==> src/design/number_to_ascii_formatter_macros.svh <==
// ----------------------------------------------------------------------------
// number_to_ascii_formatter assertion macros
// Clocked property shorthands used by the formatter's datapath.
// ----------------------------------------------------------------------------
`ifndef NUMBER_TO_ASCII_FORMATTER_MACROS_SVH
`define NUMBER_TO_ASCII_FORMATTER_MACROS_SVH

// same-cycle implication, quiet while in reset
`define NTAF_ASSERT_SAME(lbl, ante, cons, msg) \
  lbl: assert property (@(posedge clk) disable iff (!rst_n) (ante) |-> (cons)) \
    else $error(msg);

// next-cycle implication, quiet while in reset
`define NTAF_ASSERT_NEXT(lbl, ante, cons, msg) \
  lbl: assert property (@(posedge clk) disable iff (!rst_n) (ante) |=> (cons)) \
    else $error(msg);

`endif

==> src/design/ntaf_pkg.sv <==
// ----------------------------------------------------------------------------
// ntaf_pkg
// Shared constants, command/status types and glyph helper of the formatter.
// ----------------------------------------------------------------------------
package ntaf_pkg;

  // default parameter values
  localparam int NTAF_CHARS_PER_ROW = 16;
  localparam int NTAF_MAX_DIGITS    = 32;

  // display_lines register
  localparam logic [3:0] NTAF_DISPLAY_LINES_RESET = 4'd4;
  localparam logic [3:0] NTAF_DISPLAY_LINES_MAX   = 4'd8;

  // divider widths
  localparam int DIV_DVD_W = 8;
  localparam int DIV_DVS_W = 7;

  // format codes
  localparam logic [2:0] FUNC_UDEC  = 3'd0;
  localparam logic [2:0] FUNC_BLANK = 3'd1;
  localparam logic [2:0] FUNC_SDEC  = 3'd2;
  localparam logic [2:0] FUNC_HEX   = 3'd3;
  localparam logic [2:0] FUNC_BIN   = 3'd4;

  // characters
  localparam logic [6:0] CH_ZERO  = 7'h30;
  localparam logic [6:0] CH_A     = 7'h41;
  localparam logic [6:0] CH_PLUS  = 7'h2B;
  localparam logic [6:0] CH_MINUS = 7'h2D;
  localparam logic [6:0] CH_SPACE = 7'h20;

  // controller to datapath
  typedef struct packed {
    logic load;
    logic conv_step;
    logic line_capture;
    logic len_load;
    logic emit;
  } ntaf_cmd_t;

  // datapath to controller
  typedef struct packed {
    logic has_result;
    logic div_busy;
    logic out_free;
    logic last_char;
  } ntaf_sts_t;

  // digit value to uppercase hex character
  function automatic logic [6:0] digit_glyph(input logic [3:0] d);
    logic [6:0] g;
    if (d < 4'd10) begin
      g = CH_ZERO + 7'(d);
    end else begin
      g = CH_A + 7'(d - 4'd10);
    end
    return g;
  endfunction

endpackage

==> src/design/ntaf_divu.sv <==
// ----------------------------------------------------------------------------
// ntaf_divu
// Restoring divider, one quotient bit per cycle.
// ----------------------------------------------------------------------------
module ntaf_divu (
  input  logic                            clk,
  input  logic                            rst_n,
  input  logic                            start,
  input  logic [ntaf_pkg::DIV_DVD_W-1:0]  dividend,
  input  logic [ntaf_pkg::DIV_DVS_W-1:0]  divisor,
  output logic                            busy,
  output logic [ntaf_pkg::DIV_DVS_W-1:0]  remainder
);
  import ntaf_pkg::*;

  localparam int CNT_W = $clog2(DIV_DVD_W + 1);

  logic [CNT_W-1:0]     cnt_r, cnt_nxt;
  logic [DIV_DVD_W-1:0] dvd_r, dvd_nxt;
  logic [DIV_DVS_W-1:0] rem_r, rem_nxt;
  logic [DIV_DVS_W-1:0] dvs_r, dvs_nxt;
  logic [DIV_DVS_W:0]   trial;

  assign busy      = (cnt_r != '0);
  assign remainder = rem_r;

  // one trial subtraction a cycle; quotient bits shift into the dividend
  always_comb begin
    cnt_nxt = cnt_r;
    dvd_nxt = dvd_r;
    rem_nxt = rem_r;
    dvs_nxt = dvs_r;
    trial   = {rem_r, dvd_r[DIV_DVD_W-1]};
    if (start) begin
      cnt_nxt = CNT_W'(DIV_DVD_W);
      dvd_nxt = dividend;
      rem_nxt = '0;
      dvs_nxt = divisor;
    end else if (busy) begin
      cnt_nxt = cnt_r - 1'b1;
      if (trial >= {1'b0, dvs_r}) begin
        rem_nxt = DIV_DVS_W'(trial - {1'b0, dvs_r});
        dvd_nxt = {dvd_r[DIV_DVD_W-2:0], 1'b1};
      end else begin
        rem_nxt = DIV_DVS_W'(trial);
        dvd_nxt = {dvd_r[DIV_DVD_W-2:0], 1'b0};
      end
    end
  end

  always_ff @(posedge clk) begin
    if (!rst_n) begin
      cnt_r <= '0;
    end else begin
      cnt_r <= cnt_nxt;
    end
    dvd_r <= dvd_nxt;
    rem_r <= rem_nxt;
    dvs_r <= dvs_nxt;
  end

endmodule

==> src/design/ntaf_datapath.sv <==
// ----------------------------------------------------------------------------
// ntaf_datapath
// Operand capture, BCD conversion, position wrapping and character output.
// ----------------------------------------------------------------------------
`include "number_to_ascii_formatter_macros.svh"

module ntaf_datapath #(
  parameter int CHARS_PER_ROW = ntaf_pkg::NTAF_CHARS_PER_ROW,
  parameter int MAX_DIGITS    = ntaf_pkg::NTAF_MAX_DIGITS
) (
  input  logic                clk,
  input  logic                rst_n,
  input  ntaf_pkg::ntaf_cmd_t cmd_i,
  output ntaf_pkg::ntaf_sts_t sts_o,
  input  logic [2:0]          in_func,
  input  logic [31:0]         in_number,
  input  logic [5:0]          in_length,
  input  logic [2:0]          in_start_line,
  input  logic [6:0]          in_start_column,
  output logic                out_valid,
  input  logic                out_stall,
  output logic [6:0]          out_glyph_code,
  output logic [2:0]          out_text_line,
  output logic [5:0]          out_text_column,
  output logic                out_last,
  input  logic                cfg_valid,
  input  logic [3:0]          cfg_data
);
  import ntaf_pkg::*;

  localparam int PW        = $clog2(MAX_DIGITS);
  localparam int LEN_W     = $clog2(MAX_DIGITS + 1);
  localparam int COL_W     = $clog2(CHARS_PER_ROW);
  localparam int COL_RECIP = (65536 + CHARS_PER_ROW - 1) / CHARS_PER_ROW;

  // configuration
  logic [3:0] dl_r;
  logic [3:0] dl_eff;

  // captured operand
  logic [31:0]      mag_r;
  logic             is_hex_r, is_bin_r;
  logic             blank_r, blank_nxt;
  logic             sign_pend_r, sign_pend_nxt;
  logic [6:0]       sign_char_r;
  logic [LEN_W-1:0] len_in_r;

  // double dabble
  logic [31:0] bin_sh_r, bin_sh_nxt;
  logic [39:0] bcd_r, bcd_nxt;

  // emission
  logic [PW-1:0]    p_r, p_nxt;
  logic [COL_W-1:0] col_r, col_nxt;
  logic [2:0]       line_r, line_nxt;

  // output register
  logic       out_valid_r;
  logic [6:0] out_glyph_r;
  logic [2:0] out_line_r;
  logic [5:0] out_col_r;
  logic       out_last_r;

  // input decode
  logic             in_neg, in_zero, in_bz, in_sz;
  logic [LEN_W-1:0] len_sat, len_bz;
  logic [7:0]       pos0;
  logic [23:0]      pos_prod;
  logic [7:0]       pos_q, pos_rem;
  logic [31:0]      mag_in;

  // divider
  logic                 div_start;
  logic [DIV_DVD_W-1:0] div_dividend;
  logic [DIV_DVS_W-1:0] div_divisor;
  logic                 div_busy;
  logic [DIV_DVS_W-1:0] div_rem;

  // digit view
  logic [3:0]       dec_dig [10];
  logic [3:0]       hex_nib [8];
  logic [3:0]       cur_dig;
  logic [6:0]       cur_glyph;
  logic [LEN_W-1:0] auto_len, len_eff;
  logic             last_char, out_free;

  // display_lines register, zero acts as one and large values as eight
  always_ff @(posedge clk) begin
    if (!rst_n) begin
      dl_r <= NTAF_DISPLAY_LINES_RESET;
    end else if (cfg_valid) begin
      dl_r <= cfg_data;
    end
  end

  assign dl_eff = (dl_r == 4'd0) ? 4'd1 :
                  (dl_r > NTAF_DISPLAY_LINES_MAX) ? NTAF_DISPLAY_LINES_MAX : dl_r;

  // input decode: blank-zero and signed-zero shift the first position
  always_comb begin
    in_zero = (in_number == 32'd0);
    in_neg  = (in_func == FUNC_SDEC) && in_number[31];
    in_bz   = (in_func == FUNC_BLANK) && in_zero;
    in_sz   = (in_func == FUNC_SDEC) && in_zero;
    len_sat = (in_length > 6'(MAX_DIGITS)) ? LEN_W'(MAX_DIGITS) : LEN_W'(in_length);
    len_bz  = (len_sat == '0) ? LEN_W'(1) : len_sat;
    mag_in  = in_neg ? (32'd0 - in_number) : in_number;
    pos0    = 8'(in_start_column) + (in_sz ? 8'd1 : 8'd0)
              + (in_bz ? (8'(len_bz) - 8'd1) : 8'd0);
    // column split by reciprocal multiply, exact over an 8-bit position
    pos_prod = 24'(pos0) * 24'(COL_RECIP);
    pos_q    = pos_prod[23:16];
    pos_rem  = pos0 - 8'(pos_q * 8'(CHARS_PER_ROW));
  end

  assign sts_o.has_result = (in_func <= FUNC_BIN) &&
                            !((in_func == FUNC_BIN) && (in_length == 6'd0));

  // line wrap: start line plus column carry, modulo the line count
  assign div_start    = cmd_i.load;
  assign div_dividend = DIV_DVD_W'(8'(in_start_line) + pos_q);
  assign div_divisor  = DIV_DVS_W'(dl_eff);

  ntaf_divu u_divu (
    .clk       (clk),
    .rst_n     (rst_n),
    .start     (div_start),
    .dividend  (div_dividend),
    .divisor   (div_divisor),
    .busy      (div_busy),
    .remainder (div_rem)
  );

  // four double-dabble bit steps per conversion cycle
  always_comb begin
    bcd_nxt    = bcd_r;
    bin_sh_nxt = bin_sh_r;
    if (cmd_i.load) begin
      bcd_nxt    = '0;
      bin_sh_nxt = mag_in;
    end else if (cmd_i.conv_step) begin
      for (int k = 0; k < 4; k++) begin
        for (int d = 0; d < 10; d++) begin
          if (bcd_nxt[d*4 +: 4] >= 4'd5) begin
            bcd_nxt[d*4 +: 4] = bcd_nxt[d*4 +: 4] + 4'd3;
          end
        end
        bcd_nxt    = {bcd_nxt[38:0], bin_sh_nxt[31]};
        bin_sh_nxt = {bin_sh_nxt[30:0], 1'b0};
      end
    end
  end

  // digit arrays
  always_comb begin
    for (int i = 0; i < 10; i++) begin
      dec_dig[i] = bcd_r[i*4 +: 4];
    end
    for (int i = 0; i < 8; i++) begin
      hex_nib[i] = mag_r[i*4 +: 4];
    end
  end

  // automatic length: highest non-zero digit
  always_comb begin
    auto_len = LEN_W'(1);
    if (is_hex_r) begin
      for (int i = 0; i < 8; i++) begin
        if (hex_nib[i] != 4'd0) auto_len = LEN_W'(i + 1);
      end
    end else begin
      for (int i = 0; i < 10; i++) begin
        if (dec_dig[i] != 4'd0) auto_len = LEN_W'(i + 1);
      end
    end
    len_eff = (len_in_r == '0) ? auto_len : len_in_r;
  end

  // current digit; positions past the 32-bit range read as zero
  always_comb begin
    if (is_bin_r) begin
      cur_dig = {3'b000, mag_r[5'(p_r)]};
    end else if (is_hex_r) begin
      cur_dig = (p_r < 8) ? hex_nib[p_r[2:0]] : 4'd0;
    end else begin
      cur_dig = (p_r < 10) ? dec_dig[p_r[3:0]] : 4'd0;
    end
  end

  // character choice
  always_comb begin
    if (sign_pend_r) begin
      cur_glyph = sign_char_r;
    end else if (blank_r && (cur_dig == 4'd0)) begin
      cur_glyph = CH_SPACE;
    end else begin
      cur_glyph = digit_glyph(cur_dig);
    end
  end

  assign last_char = !sign_pend_r && (p_r == '0);
  assign out_free  = !out_valid_r || !out_stall;

  assign sts_o.div_busy  = div_busy;
  assign sts_o.out_free  = out_free;
  assign sts_o.last_char = last_char;

  // emission state: digit counter, blanking, sign, wrapped position
  always_comb begin
    p_nxt         = p_r;
    blank_nxt     = blank_r;
    sign_pend_nxt = sign_pend_r;
    col_nxt       = col_r;
    line_nxt      = line_r;
    if (cmd_i.load) begin
      blank_nxt     = (in_func == FUNC_BLANK) && !in_zero;
      sign_pend_nxt = (in_func == FUNC_SDEC) && !in_zero;
      col_nxt       = COL_W'(pos_rem);
    end
    if (cmd_i.line_capture) begin
      line_nxt = div_rem[2:0];
    end
    if (cmd_i.len_load) begin
      p_nxt = PW'(len_eff - 1'b1);
    end
    if (cmd_i.emit) begin
      if (sign_pend_r) begin
        sign_pend_nxt = 1'b0;
      end else begin
        p_nxt = p_r - 1'b1;
        if (cur_dig != 4'd0) blank_nxt = 1'b0;
      end
      if (col_r == COL_W'(CHARS_PER_ROW - 1)) begin
        col_nxt  = '0;
        line_nxt = ((4'(line_r) + 4'd1) == dl_eff) ? 3'd0 : (line_r + 3'd1);
      end else begin
        col_nxt = col_r + 1'b1;
      end
    end
  end

  // operand and emission registers
  always_ff @(posedge clk) begin
    if (cmd_i.load) begin
      mag_r        <= mag_in;
      is_hex_r     <= (in_func == FUNC_HEX);
      is_bin_r     <= (in_func == FUNC_BIN);
      sign_char_r  <= in_number[31] ? CH_MINUS : CH_PLUS;
      len_in_r     <= in_bz ? LEN_W'(1) : len_sat;
    end
    bcd_r       <= bcd_nxt;
    bin_sh_r    <= bin_sh_nxt;
    p_r         <= p_nxt;
    blank_r     <= blank_nxt;
    sign_pend_r <= sign_pend_nxt;
    col_r       <= col_nxt;
    line_r      <= line_nxt;
  end

  // output register
  always_ff @(posedge clk) begin
    if (!rst_n) begin
      out_valid_r <= 1'b0;
    end else if (cmd_i.emit) begin
      out_valid_r <= 1'b1;
    end else if (!out_stall) begin
      out_valid_r <= 1'b0;
    end
    if (cmd_i.emit) begin
      out_glyph_r <= cur_glyph;
      out_line_r  <= line_r;
      out_col_r   <= 6'(col_r);
      out_last_r  <= last_char;
    end
  end

  assign out_valid       = out_valid_r;
  assign out_glyph_code  = out_glyph_r;
  assign out_text_line   = out_line_r;
  assign out_text_column = out_col_r;
  assign out_last        = out_last_r;

  // checks
  `NTAF_ASSERT_SAME(a_emit_room, cmd_i.emit, out_free, "beat loaded over a held result")
  `NTAF_ASSERT_SAME(a_pos_range, cmd_i.emit,
                    (col_r < CHARS_PER_ROW) && (4'(line_r) < dl_eff), "position out of range")
  `NTAF_ASSERT_NEXT(a_last_beat, cmd_i.emit && last_char, out_valid_r && out_last_r, "final beat not flagged")
  `NTAF_ASSERT_SAME(a_div_idle, cmd_i.line_capture, !div_busy, "divider read while busy")

endmodule

==> src/design/ntaf_ctrl.sv <==
// ----------------------------------------------------------------------------
// ntaf_ctrl
// Sequencer: conversion with line wrap, length, then one beat a cycle while the output is free.
// ----------------------------------------------------------------------------
module ntaf_ctrl (
  input  logic                clk,
  input  logic                rst_n,
  input  logic                in_valid,
  output logic                in_stall,
  input  ntaf_pkg::ntaf_sts_t sts_i,
  output ntaf_pkg::ntaf_cmd_t cmd_o
);
  import ntaf_pkg::*;

  localparam logic [2:0] S_IDLE = 3'd0;
  localparam logic [2:0] S_CONV = 3'd1;
  localparam logic [2:0] S_LEN  = 3'd3;
  localparam logic [2:0] S_EMIT = 3'd4;

  logic [2:0] state_r, state_nxt;

  assign in_stall = (state_r != S_IDLE);

  // next state and commands
  always_comb begin
    state_nxt = state_r;
    cmd_o     = '0;
    unique case (state_r)
      S_IDLE: begin
        if (in_valid && sts_i.has_result) begin
          cmd_o.load = 1'b1;
          state_nxt  = S_CONV;
        end
      end
      S_CONV: begin
        if (sts_i.div_busy) begin
          cmd_o.conv_step = 1'b1;
        end else begin
          cmd_o.line_capture = 1'b1;
          state_nxt          = S_LEN;
        end
      end
      S_LEN: begin
        cmd_o.len_load = 1'b1;
        state_nxt      = S_EMIT;
      end
      S_EMIT: begin
        if (sts_i.out_free) begin
          cmd_o.emit = 1'b1;
          if (sts_i.last_char) state_nxt = S_IDLE;
        end
      end
      default: begin
        state_nxt = S_IDLE;
      end
    endcase
  end

  always_ff @(posedge clk) begin
    if (!rst_n) begin
      state_r <= S_IDLE;
    end else begin
      state_r <= state_nxt;
    end
  end

endmodule

==> src/design/number_to_ascii_formatter.sv <==
// ----------------------------------------------------------------------------
// number_to_ascii_formatter
// Formats a 32-bit number as ASCII characters with wrapped text positions.
// ----------------------------------------------------------------------------
// A number yields 1 to 33 characters, one a cycle while the output is not stalled;
// no new number is taken until the last character is issued, and a number that
// yields no characters is taken while idle and produces no beat.
// The wait before the first character is set by the eight-step line-wrap division; BCD conversion runs alongside.
// Reset: rst_n synchronous, active low; clears the sequencer and output
// valid, and sets display_lines to 4.
module number_to_ascii_formatter #(
  parameter int CHARS_PER_ROW = ntaf_pkg::NTAF_CHARS_PER_ROW,
  parameter int MAX_DIGITS    = ntaf_pkg::NTAF_MAX_DIGITS
) (
  input  logic        clk,
  input  logic        rst_n,
  input  logic        in_valid,
  output logic        in_stall,
  input  logic [2:0]  in_func,
  input  logic [31:0] in_number,
  input  logic [5:0]  in_length,
  input  logic [2:0]  in_start_line,
  input  logic [6:0]  in_start_column,
  output logic        out_valid,
  input  logic        out_stall,
  output logic [6:0]  out_glyph_code,
  output logic [2:0]  out_text_line,
  output logic [5:0]  out_text_column,
  output logic        out_last,
  input  logic        cfg_valid,
  output logic        cfg_ready,
  input  logic [3:0]  cfg_data
);
  import ntaf_pkg::*;

  ntaf_cmd_t cmd;
  ntaf_sts_t sts;

  // register writes are always taken
  assign cfg_ready = 1'b1;

  ntaf_ctrl u_ctrl (
    .clk      (clk),
    .rst_n    (rst_n),
    .in_valid (in_valid),
    .in_stall (in_stall),
    .sts_i    (sts),
    .cmd_o    (cmd)
  );

  ntaf_datapath #(
    .CHARS_PER_ROW (CHARS_PER_ROW),
    .MAX_DIGITS    (MAX_DIGITS)
  ) u_datapath (
    .clk             (clk),
    .rst_n           (rst_n),
    .cmd_i           (cmd),
    .sts_o           (sts),
    .in_func         (in_func),
    .in_number       (in_number),
    .in_length       (in_length),
    .in_start_line   (in_start_line),
    .in_start_column (in_start_column),
    .out_valid       (out_valid),
    .out_stall       (out_stall),
    .out_glyph_code  (out_glyph_code),
    .out_text_line   (out_text_line),
    .out_text_column (out_text_column),
    .out_last        (out_last),
    .cfg_valid       (cfg_valid & cfg_ready),
    .cfg_data        (cfg_data)
  );

endmodule

==> config.mk <==
export PLATFORM = sky130hd
export DESIGN_NAME = number_to_ascii_formatter
export DESIGN_NICKNAME = d
export VERILOG_FILES = /design/src/design/ntaf_pkg.sv /design/src/design/ntaf_divu.sv /design/src/design/ntaf_datapath.sv /design/src/design/ntaf_ctrl.sv /design/src/design/number_to_ascii_formatter.sv
export VERILOG_INCLUDE_DIRS = /design/src /design/src/design
export SDC_FILE = /design/constraint.sdc
export NUM_CORES = 1
export LEC_CHECK = 0
export BUFFER_PORTS_ARGS = -buffer_cell sky130_fd_sc_hd__buf_2
export CAP_MARGIN = 20
export CORE_MARGIN = 4
export CORE_UTILIZATION = 50
export CTS_BUF_LIST = sky130_fd_sc_hd__clkbuf_16
export DETAILED_ROUTE_END_ITERATION = 12
export PLACE_DENSITY = 0.75
export SLEW_MARGIN = 0
export SYNTH_ARGS = -nofsm -noshare
export SYNTH_HDL_FRONTEND = slang
export SYNTH_HIERARCHICAL = 1
export SYNTH_SLANG_ARGS = --single-unit
==> constraint.sdc <==
create_clock -name clk -period 5.7 [get_ports clk]
set_input_delay 0.285 -clock clk [delete_from_list [all_inputs] [get_ports clk]]
set_output_delay 0.285 -clock clk [all_outputs]
set_load 0.02 [all_outputs]
## Word-level counts from Yosys, hierarchy flattened

Cells that the tools add are included.

| storage, ports and cells | value |
|---|---|
| bits in registers | 179 |
| input bits | 60 |

| cells by class | value |
|---|---|
| add/subtract/negate cells | 56 |
| order comparisons | 50 |
| eq/ne operators | 14 |
| muxes and demuxes | 181 |
| bitwise operators | 3 |
| reductions and logical operators | 48 |

Operator list:

| cell | count |
|---|---|
| $mux 4 | 110 |
| $ge 4x3->1 const B | 40 |
| $add 4x2->4 const B | 36 |
| $mux 32 | 3 |
| $mux 3 | 27 |
| $reduce_bool 4->1 | 18 |
| $logic_not 32->1 | 1 |
| $sub 1x32->32 const A | 1 |
| $mux 7 | 4 |
| $mux 8 | 3 |
| $mux 5 | 4 |
| $mux 1 | 19 |
| $logic_not 6->1 | 3 |
| $bmux 4 s4 | 1 |
| $add 3x2->3 const B | 4 |
| $bmux 4 s3 | 1 |
| $mux 6 | 2 |
| $pmux 3 s4 | 1 |
| $logic_and 1x1->1 | 10 |
| $lt 5x4->1 const B | 2 |
| $mux 2 | 5 |
| $sub 5x1->5 const B | 2 |
| $eq 3x2->1 const B | 3 |
| $add 7x8->8 | 1 |
| other kinds (38) | 51 |

## Longest topological paths before layout

| logic depth | value |
|---|---|
| depth after elaboration | 18 |
| gate-level depth with buffers | 25 |
| gate-level depth less buffers | 25 |

## Cells and area by module

The synthesis kept the hierarchy.

By module, submodules not included:

| module | instances | cells each | area each (um2) | sequential area each (um2) |
|---|---|---|---|---|
| ntaf_datapath | 1 | 1444 | 13088.8 | 3893.7 |
| ntaf_divu | 1 | 134 | 1445.1 | 670.6 |
| ntaf_ctrl | 1 | 17 | 163.9 | 60.1 |
| number_to_ascii_formatter | 1 | 2 | 11.3 | 0.0 |

## Least setup slack after synthesis

Ideal clock, no wire load.

| timing | value |
|---|---|
| kind | flip-flop to flip-flop |
| start point | register u_datapath.bcd_r[20] |
| end point | register u_datapath.bcd_r[26] |
| setup time | 0.122 ns |
| arrival time | 4.583 ns |
| slack | 0.995 ns |
| stages on the path, launching flop included | 25 |
| buffers on the path | 0 |
| period minus slack after synthesis | 4.705 ns |
| cell sequence | dfxtp_1 > inv_1 > ha_1 > and2b_1 > or3_1 > and2_1 > ha_1 > nor2b_1 > o311ai_0 > a22oi_1 > xor2_1 > inv_1 > ha_1 > nor2b_1 > nor3_1 > mux2_2 > nor2_1 > xnor2_1 > inv_1 > ha_1 > nand2b_1 > o31ai_1 > o21ai_0 > nor3b_1 > a311o_1 |

| on the way | value |
|---|---|
| longest elaborated chain between the ends | 14 |
| elaborated cells on any way between the ends | 28 |
| classes of those cells | add/sub (6); order compare (6); mux (16) |

Ends and longest elaborated chain:

| element | line | RTL |
|---|---|---|
| start, declared | ntaf_datapath.sv:50 | `logic [39:0] bcd_r, bcd_nxt;` |
| start signal, assigned | ntaf_datapath.sv:251 | `bcd_r <= bcd_nxt;` |
| $add 4x2->4 / $ge 4x3->1 (equally long branches) | ntaf_datapath.sv:145, ntaf_datapath.sv:144 |  |
| $mux 4 * | ntaf_datapath.sv:144 | `if (bcd_nxt[d*4 +: 4] >= 4'd5) begin` |
| $mux 4 * | ntaf_datapath.sv:141 | `end else if (cmd_i.conv_step) begin` |
| $mux 4 * | ntaf_datapath.sv:138 | `if (cmd_i.load) begin` |
| $add 4x2->4 / $ge 4x3->1 (equally long branches) | ntaf_datapath.sv:145, ntaf_datapath.sv:144 |  |
| $mux 4 | ntaf_datapath.sv:144 |  |
| $mux 4 | ntaf_datapath.sv:141 |  |
| $mux 4 | ntaf_datapath.sv:138 |  |
| $add 4x2->4 / $ge 4x3->1 (equally long branches) | ntaf_datapath.sv:145, ntaf_datapath.sv:144 |  |
| $mux 4 | ntaf_datapath.sv:144 |  |
| $mux 4 | ntaf_datapath.sv:141 |  |
| $mux 4 | ntaf_datapath.sv:138 |  |
| $add 4x2->4 / $ge 4x3->1 (equally long branches) | ntaf_datapath.sv:145, ntaf_datapath.sv:144 |  |
| $mux 4 * | ntaf_datapath.sv:144 |  |

Mark *: on every way between the ends. The rest lies on a longest branch, timed or not. The select of a mux whose other input is x is not followed.
A chain may end at the register's enable or synchronous reset.

## Worst setup path in the final report

Ends and elaborated chain as after synthesis.

==> results_dict.tcl <==
set metrics [dict create \
    seq_area_frac_synth 0.3144 \
    grt_use_total 0.2088 \
    grt_pass1_vias 11830 \
    cts_tree "built" \
    vias_per_cell 5.990 \
    synth-edff-count 108 \
    critPathMaxFanout 8 \
    max_cap_viol_count 0 \
    hold_buffers 0 \
    status "completed" \
    drv_slew 0 \
    p_total_mw 9.630 \
    clk_pin_slew_ns 0.07 \
    drtIter0Drc 946 \
    finalCritPeriodShare 0.9240 \
    p_leak_nw 6.241 \
    finalSetupTns_ns 0 \
    ys_types 96 \
    fp.dieH_um 179.5 \
    yosysTopAreaCell "edfxtp_1" \
    dp_hpwl_um 26340 \
    rrSetupSlack_ns 0.43 \
    netlist_instances 1597 \
    r2r_cells 24 \
    start_kind "flip-flop" \
    whs_path_depth 3 \
    worst_pin_slew_ns 0.9844 \
    die_w_um 179.5 \
    cts_buffer_depth 2 \
    ys_ff_latch 177 \
    relSlewSlack 0.3402 \
    syn_to_final_growth_pct 8.617 \
    min_delay_worst_endpoint "u_datapath/dl_r[2]" \
    avgRoutedWirePerCell_um 16.93 \
    final_layout_size_suffix_gt1_frac 0.1481 \
    end_kind "flip-flop" \
    r2r-start "u_datapath/bcd_r[20]" \
    synthTopCellsByArea "edfxtp_1 22%, dfxtp_1 9.4%, ha_1 9.4%, mux2i_1 4.1%, mux2_2 4.0%" \
    max_freq_ghz 0.1899 \
    synth-main-ff-cell "edfxtp_1" \
    rsz0062_at_grt "no" \
    powerDensity_nw_per_um2 602.7 \
    initial_core_util 0.5097 \
    yosysWarnings 6 \
    ant_nets 0 \
    clock_sinks 177 \
    syn_area_um2 14710 \
    num-fill-cells 2542 \
    ir_drop_mv 0.2484 \
    synth_top_area_frac 0.2205 \
    die_area_um2 32230 \
    grt_max_degree 63 \
    first_pass_iters 7 \
    syn_avg_cell_area_um2 9.210 \
    io_buffers 76 \
    grt.overflow.total 0 \
    min-delay-start "cfg_data[2]" \
    clock_skew_ns 0.01002 \
    clock_latency_ns 0.43 \
    drc 0 \
    hold_path.class "in2reg" \
    r2r_end "u_datapath/bcd_r[26]" \
    htreeDepth 4 \
    worst_ep_arrival_time_ns 5.59 \
    dr_total_vias 12250 \
    core_um2 28860 \
    io_pins 80 \
    numCtsBuffers 17 \
    finalCriticalPeriod_ns 5.267 \
    antenna_cells 0 \
    clock-root-buffer "clkbuf_16" \
    hold_viol_final 0 \
    critPathKind "reg2reg" \
    nets 1822 \
    antenna_found_initial 0 \
    globalplace.congestion 0.9247 \
    setup_viol 0 \
    crit_required_ns 6.02 \
    post_cts_buffers 0 \
    row_count 62 \
    grt_pass1_wl_um 57500 \
    async_flop_share 0 \
    drt-total-wl_um 34610 \
]
[layout make-up]
type	instances	area, um2	share of cell area
clock buffers	17	425.4	0.02663
clock inverters	15	143.9	0.009006
flip-flops and latches	177	4626	0.2895
multi-input cells	1235	9339	0.5845
repair buffers	88	478.0	0.02992
inverters	129	484.2	0.03031
well taps	384	480.5	0.03007
[sequential cells by signal (all words and copies together), names as in the netlist, 4 cells and up]
name,cells
u_datapath/p_r,5
u_datapath/u_divu/cnt_r,4
u_datapath/dl_r,4
u_datapath/mag_r,32
u_datapath/out_glyph_code,7
u_datapath/bin_sh_r,32
u_datapath/u_divu/dvs_r,7
u_datapath/col_r,4
u_datapath/bcd_r,40
u_datapath/len_in_r,6
u_datapath/u_divu/dvd_r,8
u_datapath/u_divu/remainder,7
u_datapath/out_text_column,4
[worst max path at each step]
| stage | start | end |
|---|---|---|
| after floorplan | u_datapath/bcd_r[20] | u_datapath/bcd_r[26] |
| after global placement | u_datapath/bcd_r[20] | u_datapath/bcd_r[26] |
| after detailed placement | u_datapath/bcd_r[20] | u_datapath/bcd_r[26] |
| after CTS | u_datapath/bcd_r[20] | u_datapath/bcd_r[26] |
| after global routing | u_datapath/bcd_r[24] | u_datapath/bcd_r[26] |
| final | u_datapath/bcd_r[20] | u_datapath/bcd_r[26] |
[cell usage in the layout (no fill, tap or decap), drive strengths merged, types with 36 or more instances in the layout]
cell / instances
nand2: 123
nand2b: 43
nor2: 91
dfxtp: 69
xnor2: 49
o21ai: 73
mux2i: 60
inv: 137
ha: 110
a21oi: 76
edfxtp: 108
buf: 88
nand3: 36
mux2: 53
[Yosys cell counts, types with 8 or more instances]
master,n
o21ai_0,68
or3_1,12
xor2_1,30
mux2_2,52
o31ai_1,16
a21oi_1,76
nor4_1,14
nand2_1,123
edfxtp_1,108
and3_1,11
nor3_1,30
nor2_1,90
nor3b_1,18
clkbuf_1,31
xnor2_1,49
mux4_2,20
mux2i_1,60
a21boi_0,8
buf_2,23
a22oi_1,9
nand2b_1,43
a21o_1,15
dfxtp_1,69
nand3_1,35
o22ai_1,12
o211ai_1,15
ha_1,110
nor2b_1,33
inv_1,125
o2111ai_1,19
a31oi_1,10
and2_1,28
a211oi_1,23
a211o_1,21
o21a_1,17
o221ai_1,13
[layer usage]
metal  up-vias  GRT usage  routed length [um]
met3        68    0.02587                1552
met4         0    0.06431                 862
met1      5870     0.2709               15210
li1       5989          -                   -
met2       323     0.3650               16990
met5         -          0                   0
[kinds of logic after synthesis]
| kind of cell | share of synthesized area |
|---|---|
| compound gates | 0.1923 |
| xor+xnor | 0.04704 |
| simple gates | 0.1812 |
| fa+ha+maj | 0.09901 |
| buf+inv | 0.05325 |
| other cells | 0.0005106 |
| mux | 0.1123 |
| flops | 0.3144 |
[worst max-delay path, cell delays in order (launching register included)]
cell      delay (ns)
dfxtp_1         0.48
inv_1           0.09
ha_1            0.25
and2b_1         0.21
or3_1           0.34
and2_1          0.19
ha_1            0.21
nor2b_1         0.15
o311ai_0        0.29
a22oi_1         0.20
xor2_1          0.21
inv_1           0.17
ha_1            0.21
nor2b_1         0.22
nor3_1          0.07
mux2_2          0.32
nor2_1          0.18
xnor2_1         0.21
inv_1           0.11
ha_1            0.24
nand2b_1        0.12
o31ai_1         0.09
o21ai_1         0.23
nor3b_1         0.08
a311o_1         0.32
[metrics by stage]
stage,std cells,setup WS (ns),util,area [um2],hold WS (ns)
after floorplan,1605,0.9950,-,14740,0.3469
after global placement,2012,0.5951,0.5334,15390,0.4726
after detailed placement,2012,0.4450,0.5334,15390,0.4893
after CTS,2044,0.4065,0.5531,15960,0.06152
after global routing,2045,0.03818,0.5536,15980,0.07207
final,2045,0.4335,0.5536,15980,0.07919
[where the power goes]
part / internal (mW) / total (mW) / switching (mW) / leakage (nW)
Combinational: 2.71 / 6.40 / 3.69 / 4.37
Clock: 0.582 / 1.13 / 0.550 / 0.279
Sequential: 1.71 / 2.10 / 0.388 / 1.59
Total: 5.00 / 9.63 / 4.63 / 6.24
[timing repair]
action | in CTS | in global routing
setup endpoints to repair | 0 | 1
endpoints found under the hold margin | 0 | 0
gates resized for setup | 0 | 1
Note: power is estimated with default switching activity, not from simulation.
